`config.mk`:
```
export PLATFORM = sky130hd
export DESIGN_NAME = roi_zone_detection_filter_top_flat
export DESIGN_NICKNAME = d
export VERILOG_FILES = /design/src/sv/roizf_pkg.sv /design/src/sv/roizf_if.sv /design/src/sv/roi_zone_detection_filter_top.sv /design/src/flat_wrapper.sv
export SDC_FILE = /design/constraint.sdc
export NUM_CORES = 1
export LEC_CHECK = 0
export BUFFER_PORTS_ARGS = -buffer_cell sky130_fd_sc_hd__buf_4
export CAP_MARGIN = 20
export CORE_AREA = 10 10 328 361
export CTS_CLUSTER_DIAMETER = 60
export DETAILED_ROUTE_END_ITERATION = 6
export DIE_AREA = 0 0 338 371
export PLACE_DENSITY_LB_ADDON = 0.12
export SLEW_MARGIN = 0
export SYNTH_ARGS = -nofsm -noshare
export SYNTH_HDL_FRONTEND = slang
export SYNTH_SLANG_ARGS = --single-unit
```
`constraint.sdc`:
```
create_clock -name clk -period 8.55 [get_ports clk]
set_clock_uncertainty 0.05 [all_clocks]
set_input_delay 0 -clock clk [delete_from_list [all_inputs] [get_ports clk]]
set_output_delay 0 -clock clk [all_outputs]
set_load 0.03 [all_outputs]
```
`src/sv/roizf_pkg.sv`:
```
`timescale 1ns / 1ps
// ----------------------------------------------------------------------------
// roizf_pkg
// Shared codes and types for the zone detection filter.
// ----------------------------------------------------------------------------
package roizf_pkg;

    typedef logic [1:0] role_t;
    typedef logic       kind_t;

    localparam kind_t KIND_WRITE = 1'b0;
    localparam kind_t KIND_TEST  = 1'b1;

    localparam role_t ROLE_DETECTION = 2'd0;
    localparam role_t ROLE_ALARM     = 2'd1;
    localparam role_t ROLE_EXCLUDE   = 2'd2;
    localparam role_t ROLE_IGNORED   = 2'd3;

    // smallest zone side that a write may store
    localparam int unsigned MIN_SIDE = 4;

    localparam int unsigned INDEX_BITS = 4;

endpackage

```
`src/sv/roizf_if.sv`:
```
`timescale 1ns / 1ps
// ----------------------------------------------------------------------------
// roizf_in_if / roizf_out_if
// Valid/ready channels for zone-filter requests and their results.
// ----------------------------------------------------------------------------
interface roizf_in_if #(
    parameter int COORD_BITS = 12
);
    import roizf_pkg::*;

    logic                            valid;
    logic                            ready;
    kind_t                           kind;
    logic [INDEX_BITS-1:0]           zone_index;
    logic [COORD_BITS-1:0]           rect_x;
    logic [COORD_BITS-1:0]           rect_y;
    logic [COORD_BITS-1:0]           rect_w;
    logic [COORD_BITS-1:0]           rect_h;
    logic                            zone_active;
    role_t                           zone_role;

    modport source (
        output valid, kind, zone_index, rect_x, rect_y, rect_w, rect_h,
               zone_active, zone_role,
        input  ready
    );

    modport sink (
        input  valid, kind, zone_index, rect_x, rect_y, rect_w, rect_h,
               zone_active, zone_role,
        output ready
    );
endinterface

interface roizf_out_if;
    logic valid;
    logic ready;
    logic keep;
    logic write_accepted;
    logic hit_exclude;
    logic hit_include;

    modport source (
        output valid, keep, write_accepted, hit_exclude, hit_include,
        input  ready
    );

    modport sink (
        input  valid, keep, write_accepted, hit_exclude, hit_include,
        output ready
    );
endinterface

```
`src/sv/roi_zone_detection_filter_top.sv`:
```
`timescale 1ns / 1ps
// ----------------------------------------------------------------------------
// roi_zone_detection_filter_top
// Include/exclude zone filter for detection boxes, one request per cycle unless stalled.
// ----------------------------------------------------------------------------
// The block takes one request per clock cycle while results are taken, and
// returns one result per request. The request enters the input register at
// the edge that accepts it; the result register loads when it leaves that
// register, which holds it while an unread result stalls. A write request
// (kind 0) stores a zone at zone_index unless its width or height is below 4
// or the slot is past the table; write_accepted reports the outcome. A test
// request (kind 1) takes the box centroid (x + w/2, y + h/2, halves truncated)
// and compares it against every enabled zone at once, half-open on the far
// edges. keep is 0 for a write, when the centroid is in an exclude zone, or
// when include zones (detection or alarm role) are enabled and it is in none.
// The sustained rate of one request per cycle while results are taken is set
// by the parallel zone compare between the two registers; far zone edges are
// precomputed when a zone is written. A stalled result lets only an empty input
// register fill. Reset clears the zone enables; slots are 0 to SLOTS-1, at most 15.
// ----------------------------------------------------------------------------
module roi_zone_detection_filter_top #(
    parameter int ZONES      = 16,
    parameter int COORD_BITS = 12
) (
    input  logic        clk,
    input  logic        rst_n,
    roizf_in_if.sink    item,
    roizf_out_if.source result
);
    import roizf_pkg::*;

    // only slots addressable by the index field can ever hold a zone
    localparam int SLOTS    = (ZONES < (1 << INDEX_BITS)) ? ZONES : (1 << INDEX_BITS);
    localparam int IDX_BITS = (SLOTS > 1) ? $clog2(SLOTS) : 1;
    localparam int EDGE_BITS = COORD_BITS + 1;

    // ---------------- handshake control ----------------
    logic s1_valid_reg, s1_valid_next;
    logic out_valid_reg, out_valid_next;
    logic advance;
    logic take;

    assign advance    = s1_valid_reg && (!out_valid_reg || result.ready);
    assign item.ready = !s1_valid_reg || advance;
    assign take       = item.valid && item.ready;

    always_comb
    begin
        s1_valid_next = s1_valid_reg;
        if (take)
        begin
            s1_valid_next = 1'b1;
        end
        else if (advance)
        begin
            s1_valid_next = 1'b0;
        end

        out_valid_next = out_valid_reg;
        if (advance)
        begin
            out_valid_next = 1'b1;
        end
        else if (result.ready)
        begin
            out_valid_next = 1'b0;
        end
    end

    always_ff @(posedge clk or negedge rst_n)
    begin
        if (!rst_n)
        begin
            s1_valid_reg  <= 1'b0;
            out_valid_reg <= 1'b0;
        end
        else
        begin
            s1_valid_reg  <= s1_valid_next;
            out_valid_reg <= out_valid_next;
        end
    end

    // ---------------- stage 1: input register ----------------
    // Centroid for tests, far edges and the size and slot check for writes.
    logic [EDGE_BITS-1:0] cx_next, cy_next, right_next, bottom_next;
    logic                 wr_ok_next;
    logic                 slot_ok;

    assign slot_ok = ({1'b0, item.zone_index} < (INDEX_BITS+1)'(SLOTS));

    always_comb
    begin
        cx_next     = {1'b0, item.rect_x} + {2'b00, item.rect_w[COORD_BITS-1:1]};
        cy_next     = {1'b0, item.rect_y} + {2'b00, item.rect_h[COORD_BITS-1:1]};
        right_next  = {1'b0, item.rect_x} + {1'b0, item.rect_w};
        bottom_next = {1'b0, item.rect_y} + {1'b0, item.rect_h};
        wr_ok_next  = (item.kind == KIND_WRITE) && slot_ok
                      && (item.rect_w >= COORD_BITS'(MIN_SIDE))
                      && (item.rect_h >= COORD_BITS'(MIN_SIDE));
    end

    kind_t                 kind_reg;
    logic [IDX_BITS-1:0]   idx_reg;
    logic [COORD_BITS-1:0] x_reg, y_reg;
    logic [EDGE_BITS-1:0]  cx_reg, cy_reg, right_reg, bottom_reg;
    logic                  active_reg;
    role_t                 role_reg;
    logic                  wr_ok_reg;

    always_ff @(posedge clk)
    begin
        if (take)
        begin
            kind_reg   <= item.kind;
            idx_reg    <= item.zone_index[IDX_BITS-1:0];
            x_reg      <= item.rect_x;
            y_reg      <= item.rect_y;
            cx_reg     <= cx_next;
            cy_reg     <= cy_next;
            right_reg  <= right_next;
            bottom_reg <= bottom_next;
            active_reg <= item.zone_active;
            role_reg   <= item.zone_role;
            wr_ok_reg  <= wr_ok_next;
        end
    end

    // ---------------- zone table ----------------
    logic [COORD_BITS-1:0] left_reg  [SLOTS];
    logic [COORD_BITS-1:0] top_reg   [SLOTS];
    logic [EDGE_BITS-1:0]  rgt_reg   [SLOTS];
    logic [EDGE_BITS-1:0]  bot_reg   [SLOTS];
    role_t                 zrole_reg [SLOTS];
    logic [SLOTS-1:0]      enabled_reg;

    logic store;
    assign store = advance && wr_ok_reg;

    always_ff @(posedge clk or negedge rst_n)
    begin
        if (!rst_n)
        begin
            enabled_reg <= '0;
        end
        else if (store)
        begin
            enabled_reg[idx_reg] <= active_reg;
        end
    end

    always_ff @(posedge clk)
    begin
        if (store)
        begin
            left_reg[idx_reg]  <= x_reg;
            top_reg[idx_reg]   <= y_reg;
            rgt_reg[idx_reg]   <= right_reg;
            bot_reg[idx_reg]   <= bottom_reg;
            zrole_reg[idx_reg] <= role_reg;
        end
    end

    // ---------------- stage 2: parallel compare ----------------
    logic [SLOTS-1:0] in_zone, is_incl, is_excl;
    logic             any_incl, hit_in, hit_ex;

    always_comb
    begin
        for (int i = 0; i < SLOTS; i++)
        begin
            in_zone[i] = (cx_reg >= {1'b0, left_reg[i]}) && (cx_reg < rgt_reg[i])
                         && (cy_reg >= {1'b0, top_reg[i]}) && (cy_reg < bot_reg[i]);
            is_incl[i] = enabled_reg[i]
                         && (zrole_reg[i] == ROLE_DETECTION || zrole_reg[i] == ROLE_ALARM);
            is_excl[i] = enabled_reg[i] && (zrole_reg[i] == ROLE_EXCLUDE);
        end
        any_incl = |is_incl;
        hit_in   = |(is_incl & in_zone);
        hit_ex   = |(is_excl & in_zone);
    end

    // ---------------- result register ----------------
    logic keep_reg, accepted_reg, hit_ex_reg, hit_in_reg;
    logic is_test;
    assign is_test = (kind_reg == KIND_TEST);

    always_ff @(posedge clk)
    begin
        if (advance)
        begin
            accepted_reg <= wr_ok_reg;
            hit_ex_reg   <= is_test && hit_ex;
            hit_in_reg   <= is_test && hit_in;
            keep_reg     <= is_test && !hit_ex && (!any_incl || hit_in);
        end
    end

    assign result.valid          = out_valid_reg;
    assign result.keep           = keep_reg;
    assign result.write_accepted = accepted_reg;
    assign result.hit_exclude    = hit_ex_reg;
    assign result.hit_include    = hit_in_reg;

endmodule
```
`src/flat_wrapper.sv`:
```
// flat-port wrapper written by rule: the top's interface ports become plain ports
module roi_zone_detection_filter_top_flat import roizf_pkg::*;
#(
    parameter int ZONES      = 16,
    parameter int COORD_BITS = 12
)
  (clk, rst_n, item_valid, item_kind, item_zone_index, item_rect_x, item_rect_y, item_rect_w, item_rect_h, item_zone_active, item_zone_role, item_ready, result_valid, result_keep, result_write_accepted, result_hit_exclude, result_hit_include, result_ready);
  roizf_in_if #(.COORD_BITS(COORD_BITS)) item_i ();
  roizf_out_if result_i ();
  input  logic clk;
  input  logic rst_n;
  input wire logic [$bits(item_i.valid)-1:0] item_valid;
  input wire logic [$bits(item_i.kind)-1:0] item_kind;
  input wire logic [$bits(item_i.zone_index)-1:0] item_zone_index;
  input wire logic [$bits(item_i.rect_x)-1:0] item_rect_x;
  input wire logic [$bits(item_i.rect_y)-1:0] item_rect_y;
  input wire logic [$bits(item_i.rect_w)-1:0] item_rect_w;
  input wire logic [$bits(item_i.rect_h)-1:0] item_rect_h;
  input wire logic [$bits(item_i.zone_active)-1:0] item_zone_active;
  input wire logic [$bits(item_i.zone_role)-1:0] item_zone_role;
  output wire logic [$bits(item_i.ready)-1:0] item_ready;
  output wire logic [$bits(result_i.valid)-1:0] result_valid;
  output wire logic [$bits(result_i.keep)-1:0] result_keep;
  output wire logic [$bits(result_i.write_accepted)-1:0] result_write_accepted;
  output wire logic [$bits(result_i.hit_exclude)-1:0] result_hit_exclude;
  output wire logic [$bits(result_i.hit_include)-1:0] result_hit_include;
  input wire logic [$bits(result_i.ready)-1:0] result_ready;
  assign item_i.valid = item_valid;
  assign item_i.kind = item_kind;
  assign item_i.zone_index = item_zone_index;
  assign item_i.rect_x = item_rect_x;
  assign item_i.rect_y = item_rect_y;
  assign item_i.rect_w = item_rect_w;
  assign item_i.rect_h = item_rect_h;
  assign item_i.zone_active = item_zone_active;
  assign item_i.zone_role = item_zone_role;
  assign item_ready = item_i.ready;
  assign result_valid = result_i.valid;
  assign result_keep = result_i.keep;
  assign result_write_accepted = result_i.write_accepted;
  assign result_hit_exclude = result_i.hit_exclude;
  assign result_hit_include = result_i.hit_include;
  assign result_i.ready = result_ready;
  roi_zone_detection_filter_top #(.ZONES(ZONES), .COORD_BITS(COORD_BITS)) u_core (.clk(clk), .rst_n(rst_n), .item(item_i), .result(result_i));
endmodule
```
### Yosys cells after proc, flatten, opt, wreduce, memory -nomap -nowiden

Memory sizes are Yosys's and may differ from the RTL's.
Cells that the tools add are included.

| word-level totals | value |
|---|---|
| memory bits (writable) | 832 |
| input bits | 60 |
| output and inout bits | 6 |
| flip-flop bits (word level) | 107 |
| memories | 5 |
| word-level logic and storage cells | 273 |

Memories:

| memory | depth | width | rd ports | clocked after memory_dff | wr ports | line | text |
|---|---|---|---|---|---|---|---|
| u_core.bot_reg | 16 | 13 | 16 | 0 | 1 | roi_zone_detection_filter_top.sv:133 | `logic [EDGE_BITS-1:0] bot_reg [SLOTS];` |
| u_core.rgt_reg | 16 | 13 | 16 | 0 | 1 | roi_zone_detection_filter_top.sv:132 | `logic [EDGE_BITS-1:0] rgt_reg [SLOTS];` |
| u_core.left_reg | 16 | 12 | 16 | 0 | 1 | roi_zone_detection_filter_top.sv:130 | `logic [COORD_BITS-1:0] left_reg [SLOTS];` |
| u_core.top_reg | 16 | 12 | 16 | 0 | 1 | roi_zone_detection_filter_top.sv:131 | `logic [COORD_BITS-1:0] top_reg [SLOTS];` |
| u_core.zrole_reg | 16 | 2 | 16 | 0 | 1 | roi_zone_detection_filter_top.sv:134 | `role_t zrole_reg [SLOTS];` |

| operators by class | value |
|---|---|
| add/sub/neg operators | 4 |
| bitwise operators | 3 |
| equal/unequal tests | 32 |
| muxes and demuxes | 9 |
| magnitude comparators | 68 |
| reductions and logical operators | 134 |

Operators by type and width:

| cell | number |
|---|---|
| 13-bit by 12-bit greater-or-equal comparator with 1-bit output | 32 |
| 13-bit < comparator | 32 |
| 1-bit logical AND | 90 |
| 16-bit OR reduction | 3 |
| 16-bit bitwise AND | 2 |
| 2-bit by 1-bit == test with 1-bit output (second input constant) | 16 |
| 2-bit == test (second input constant) | 16 |
| 2-bit logical NOT | 16 |
| 12-bit by 11-bit adder with 13-bit output | 2 |
| 12-bit by 12-bit adder with 13-bit output | 2 |
| 12-bit by 3-bit greater-or-equal comparator with 1-bit output (second input constant) | 2 |
| 1-bit logical OR | 19 |
| 16-bit bitwise mux | 1 |
| 1-bit 2-to-1 mux | 7 |
| 4-bit by 5-bit < comparator with 1-bit output (second input constant) | 1 |
| 1-bit demux with 4-bit select | 1 |
| 4-bit by 1-bit greater-or-equal comparator with 1-bit output (second input constant) | 1 |
| 1-bit logical NOT | 4 |
| 2-bit nonzero test | 2 |
| 1-bit NOT | 1 |

### Longest topological paths before layout

An unclocked memory read counts as a cell.

| logic depth | value |
|---|---|
| depth after elaboration | 10 |
| gate-level depth with buffers | 13 |
| mapped depth without buffers | 13 |

### Worst setup path before layout

Ideal clock, no wire load.

| timing | value |
|---|---|
| path kind | flip-flop to flip-flop |
| from | reg u_core.out_valid_reg, in the netlist u_core.result.valid |
| to | mem u_core.bot_reg[0][0] (netlist name) (enable) |
| path buffers | 0 |
| library setup time | 0.530 ns |
| cell stages (with the launch flop) | 6 |
| required time | 7.970 ns |
| path slack | 3.025 ns |
| data arrival time | 4.946 ns |
| clock period less this slack | 5.525 ns |
| cells stage by stage | dfrtp_1 -> nand2b_1 -> and2_1 -> nand2_1 -> or3_1 -> nor3_1 |

| between the ends | value |
|---|---|
| longest elaborated chain between the ends | 6 |

RTL lines:

| what | line | text |
|---|---|---|
| from (decl) | roi_zone_detection_filter_top.sv:39 | `logic out_valid_reg, out_valid_next;` |
| from (signal assigned) | roi_zone_detection_filter_top.sv:80 | `out_valid_reg <= out_valid_next;` |
| 1-bit logical NOT | roi_zone_detection_filter_top.sv:43 | `assign advance = s1_valid_reg && (!out_valid_reg \|\| result.ready);` |
| 1-bit logical OR | roi_zone_detection_filter_top.sv:43 |  |
| 1-bit logical AND | roi_zone_detection_filter_top.sv:43 |  |
| named net u_core.advance | roi_zone_detection_filter_top.sv:40 | `logic advance;` |
| 1-bit logical AND | roi_zone_detection_filter_top.sv:138 | `assign store = advance && wr_ok_reg;` |
| 1-bit 2-to-1 mux | roi_zone_detection_filter_top.sv:154 | `if (store)` |
| 1-bit 2-to-1 mux (not written as such) | roi_zone_detection_filter_top.sv:159 | `bot_reg[idx_reg] <= bottom_reg;` |
| to (decl) | roi_zone_detection_filter_top.sv:133 |  |

The timed path passes the listed nets, and every way through them passes these cells.

### Final worst setup path

| timing | value |
|---|---|
| from | reg u_core.cy_reg[0] |
| to | reg u_core.hit_ex_reg, in the netlist u_core.result.hit_exclude (data pin) |

| between the ends | value |
|---|---|
| longest elaborated chain between the ends | 6 |

RTL lines:

| what | line | text |
|---|---|---|
| from (decl) | roi_zone_detection_filter_top.sv:106 | `logic [EDGE_BITS-1:0] cx_reg, cy_reg, right_reg, bottom_reg;` |
| from (signal assigned) | roi_zone_detection_filter_top.sv:120 | `cy_reg <= cy_next;` |
| 13-bit by 12-bit greater-or-equal comparator with 1-bit output | roi_zone_detection_filter_top.sv:173 | `&& (cy_reg >= {1'b0, top_reg[i]}) && (cy_reg < bot_reg[i]);` |
| 1-bit logical AND (2 in a row) | roi_zone_detection_filter_top.sv:173 |  |
| 16-bit bitwise AND * | roi_zone_detection_filter_top.sv:180 | `hit_ex = \|(is_excl & in_zone);` |
| 16-bit OR reduction * | roi_zone_detection_filter_top.sv:180 |  |
| 1-bit logical AND * | roi_zone_detection_filter_top.sv:193 | `hit_ex_reg <= is_test && hit_ex;` |
| to (signal assigned) | roi_zone_detection_filter_top.sv:193 |  |
| to (decl) | roi_zone_detection_filter_top.sv:184 | `logic keep_reg, accepted_reg, hit_ex_reg, hit_in_reg;` |

Mark *: on every way between the ends. The rest lies on a longest branch, timed or not.
A chain may end at the register's enable or synchronous reset.

==> impl_metrics.ini <==
[worst_hold_path]
worstHoldPathType = in2reg
min_from = item_rect_x[9]

[critical_path]
cp_num_buf_inv = 1
path_cells = inv_1, ha_1, nor2b_1, o21ai_0, nand3_1, a211oi_1, o311ai_0, nor4_1, nor4_2, nand4_1, or4_4, and2_1
ff2ff_setup_slack_ps = 4070
slowest_stage = inv_1
ff2ff_path_depth = 12
rr_startpoint = u_core.cy_reg[0]$_DFFE_PP_
rr_endpoint = u_core.result.hit_exclude$_DFFE_PP_
cp-start-kind = flop
cp_slowest_stage_delay_ps = 800
arrival_ps = 4870
cp.required_ps = 8940
path_delay_family = simple AND/OR/NAND/NOR gates
crit_path_max_fanout = 18
crit_type = reg2reg
endpoint_kind = flop
crit_end = u_core.result.hit_exclude$_DFFE_PP_
setup.worst_path.start = u_core.cy_reg[0]$_DFFE_PP_
cp.depth = 12

[grt]
grt_first_pass_wirelength_um = 199500
grt_max_degree = 55
grt_pass1_vias = 30800
antenna_found_initial = 6
grt_usage = 0.2163
globalRouteOverflowTotal = 0

[placement]
portBuffers = 65
place_ws_ps = 4033
gp_congestion = 0.8708
dp_hpwl_um = 86420

[yosys]
yosys.cell_types.count = 73
synth-edff-count = 921
syn_area_per_cell_um2 = 12.58
ys_seq_area_frac = 0.5683
synth_top_area_frac = 0.5592
synthCells = 3932
yosysWarnings = 0
async_reset_ff_frac = 0.01917
synth_area_leaders = edfxtp_1, ha_1, inv_1
synth_top_cell_by_area = edfxtp_1
synth_nets = 4810
ys.flop_type = edfxtp_1
yosys-top-cells-count = edfxtp_1, ha_1, inv_1
ys_seq_elements = 939
synth_area_um2 = 49460
yosysMostFrequentCell = edfxtp_1

[clocking]
clock_tree.buffer_depth = 3
clock_sinks = 939
post_cts.repair.setup_buffers = 0
worstSkewPairLatency_ps = 690
cts_buffers = 107
h-tree-depth = 3
cts_tree = built
clkTransAtPathRegs_ps = 60
cts_root_buf = clkbuf_16
cts_resized = 0

[routing]
ant_nets = 0
vias = 31290
drc = 0
drtPass1Iterations = 5
wl_um = 135900
wl_per_cell_um = 23.34
via_per_inst = 5.373
drt_iter0_drc = 2379

[timing]
finalSetupTns_ps = 0
slew_viol_final = 0
postLayoutSetupSlackWorst_ps = 4068
grt_setup_unrepaired = no
period_share = 0.5242
final_hold_viol_count = 0
fin_crit_ps = 4482
fmax_mhz = 223.1
slew_headroom = 0.2491
setup_violations = 0
worst_slew_pin_slew_ps = 1116

[floorplanning]
io_pins = 66
die_h_um = 371
core_um2 = 110700
die_w_um = 338
die-area_um2 = 125400
num_rows = 128
start_util = 0.4469

[layout]
drive_above_1_share = 0.07721
fill_cells = 9615
syn_to_final_growth_pct = 14.72
fin_nets = 5115

[power]
leakage_nw = 24.39
fin_total_pwr_mw = 11.50
powerDensity_nw_per_um2 = 202.6
irDropWorstVdd_mv = 0.1758

[flow_run]
maxCapViolCount = 0

[run_status]
status = finished clean
kinds of logic (layout without fill, tap and decap cells):
| group | count (synthesis) | count (layout) | synth area share |
|---|---|---|---|
| AOI/OAI and AO/OA | 697 | 697 | 0.08806 |
| xor gates and xnor gates | 28 | 28 | 0.004958 |
| adders and majority gates | 818 | 818 | 0.2075 |
| buffers and inverters | 788 | 1182 | 0.06023 |
| DFF | 939 | 939 | 0.5683 |
| muxes | 13 | 13 | 0.002960 |
| other | 0 | 3 | 0 |
| and+or+nand+nor | 649 | 649 | 0.06797 |
cells in the final DEF, fill, tap and decap left out, types with 65 or more instances in the layout:
| cell type | n |
|---|---|
| edfxtp_1 | 921 |
| ha_1 | 814 |
| inv_1 | 780 |
| a21oi_1 | 231 |
| o21ai_0 | 163 |
| nand2_1 | 153 |
| buf_4 | 119 |
| clkbuf_16 | 113 |
| nor2_1 | 107 |
| dlygate4sd3_1 | 84 |
| a211oi_1 | 73 |
| nand4_1 | 70 |
| nand3_1 | 65 |
repair_timing:
action | in CTS | in global routing
hold buffers | 85 | 0
endpoints found under the setup margin | 0 | 0
hold endpoints to repair | 146 | 0
how the worst min path moves through the flow:
| stage | to | slack [ps] | cells past startpoint |
|---|---|---|---|
| floorplan | u_core.enabled_reg[0]$_DFFE_PN0P_ | -350 | 0 |
| global placement | u_core.s1_valid_reg$_DFFE_PN0P_ | -120 | 1 |
| detailed placement | u_core.result.valid$_DFFE_PN0P_ | -120 | 1 |
| CTS | u_core.y_reg[7]$_DFFE_PP_ | 1 | 2 |
| global route | u_core.y_reg[3]$_DFFE_PP_ | 30 | 2 |
| finish | u_core.x_reg[9]$_DFFE_PP_ | 40 | 2 |
final cells by class:
cell class / count / area [um^2] / area share
antenna: 3 / 7.507 / 0.0001323
clock buffer: 135 / 2960 / 0.05217
clock inverter: 63 / 593.1 / 0.01045
inverter: 780 / 2928 / 0.05160
multi-input combinational: 2205 / 18520 / 0.3264
sequential: 939 / 28110 / 0.4954
tap: 1495 / 1871 / 0.03297
timing repair buffer: 204 / 1754 / 0.03092
report_power, final:
| group | switching, mW | internal (mW) | total [mW] |
|---|---|---|---|
| clock | 1.88 | 2.77 | 4.65 |
| combinational | 0.897 | 0.532 | 1.43 |
| sequential | 0.206 | 5.21 | 5.42 |
per-stage QoR:
stage | hold slack [ps] | cells | utilization | area (um^2)
floorplan | -345.6 | 3932 | - | 49460
global placement | -122.8 | 5538 | 0.4727 | 52310
detailed placement | -119.3 | 5538 | 0.4728 | 52320
CTS | 1.003 | 5821 | 0.5127 | 56730
global route | 27.96 | 5822 | 0.5127 | 56740
finish | 40.42 | 5824 | 0.5127 | 56740
worst register-to-register path, cell delays in order (launching register included):
cell	delay, ps
edfxtp_1	640
inv_1	800
ha_1	400
nor2b_1	100
o21ai_0	100
nand3_1	100
a211oi_1	80
o311ai_0	740
nor4_1	130
nor4_2	270
nand4_1	120
or4_4	540
and2_1	170
layer usage:
metal,track usage,share of wire
met4,0.07369,0.032
met5,0,0.000096
met2,0.3542,0.47
met3,0.02682,0.047
met1,0.2948,0.45
(Power assumes the default switching activity.)
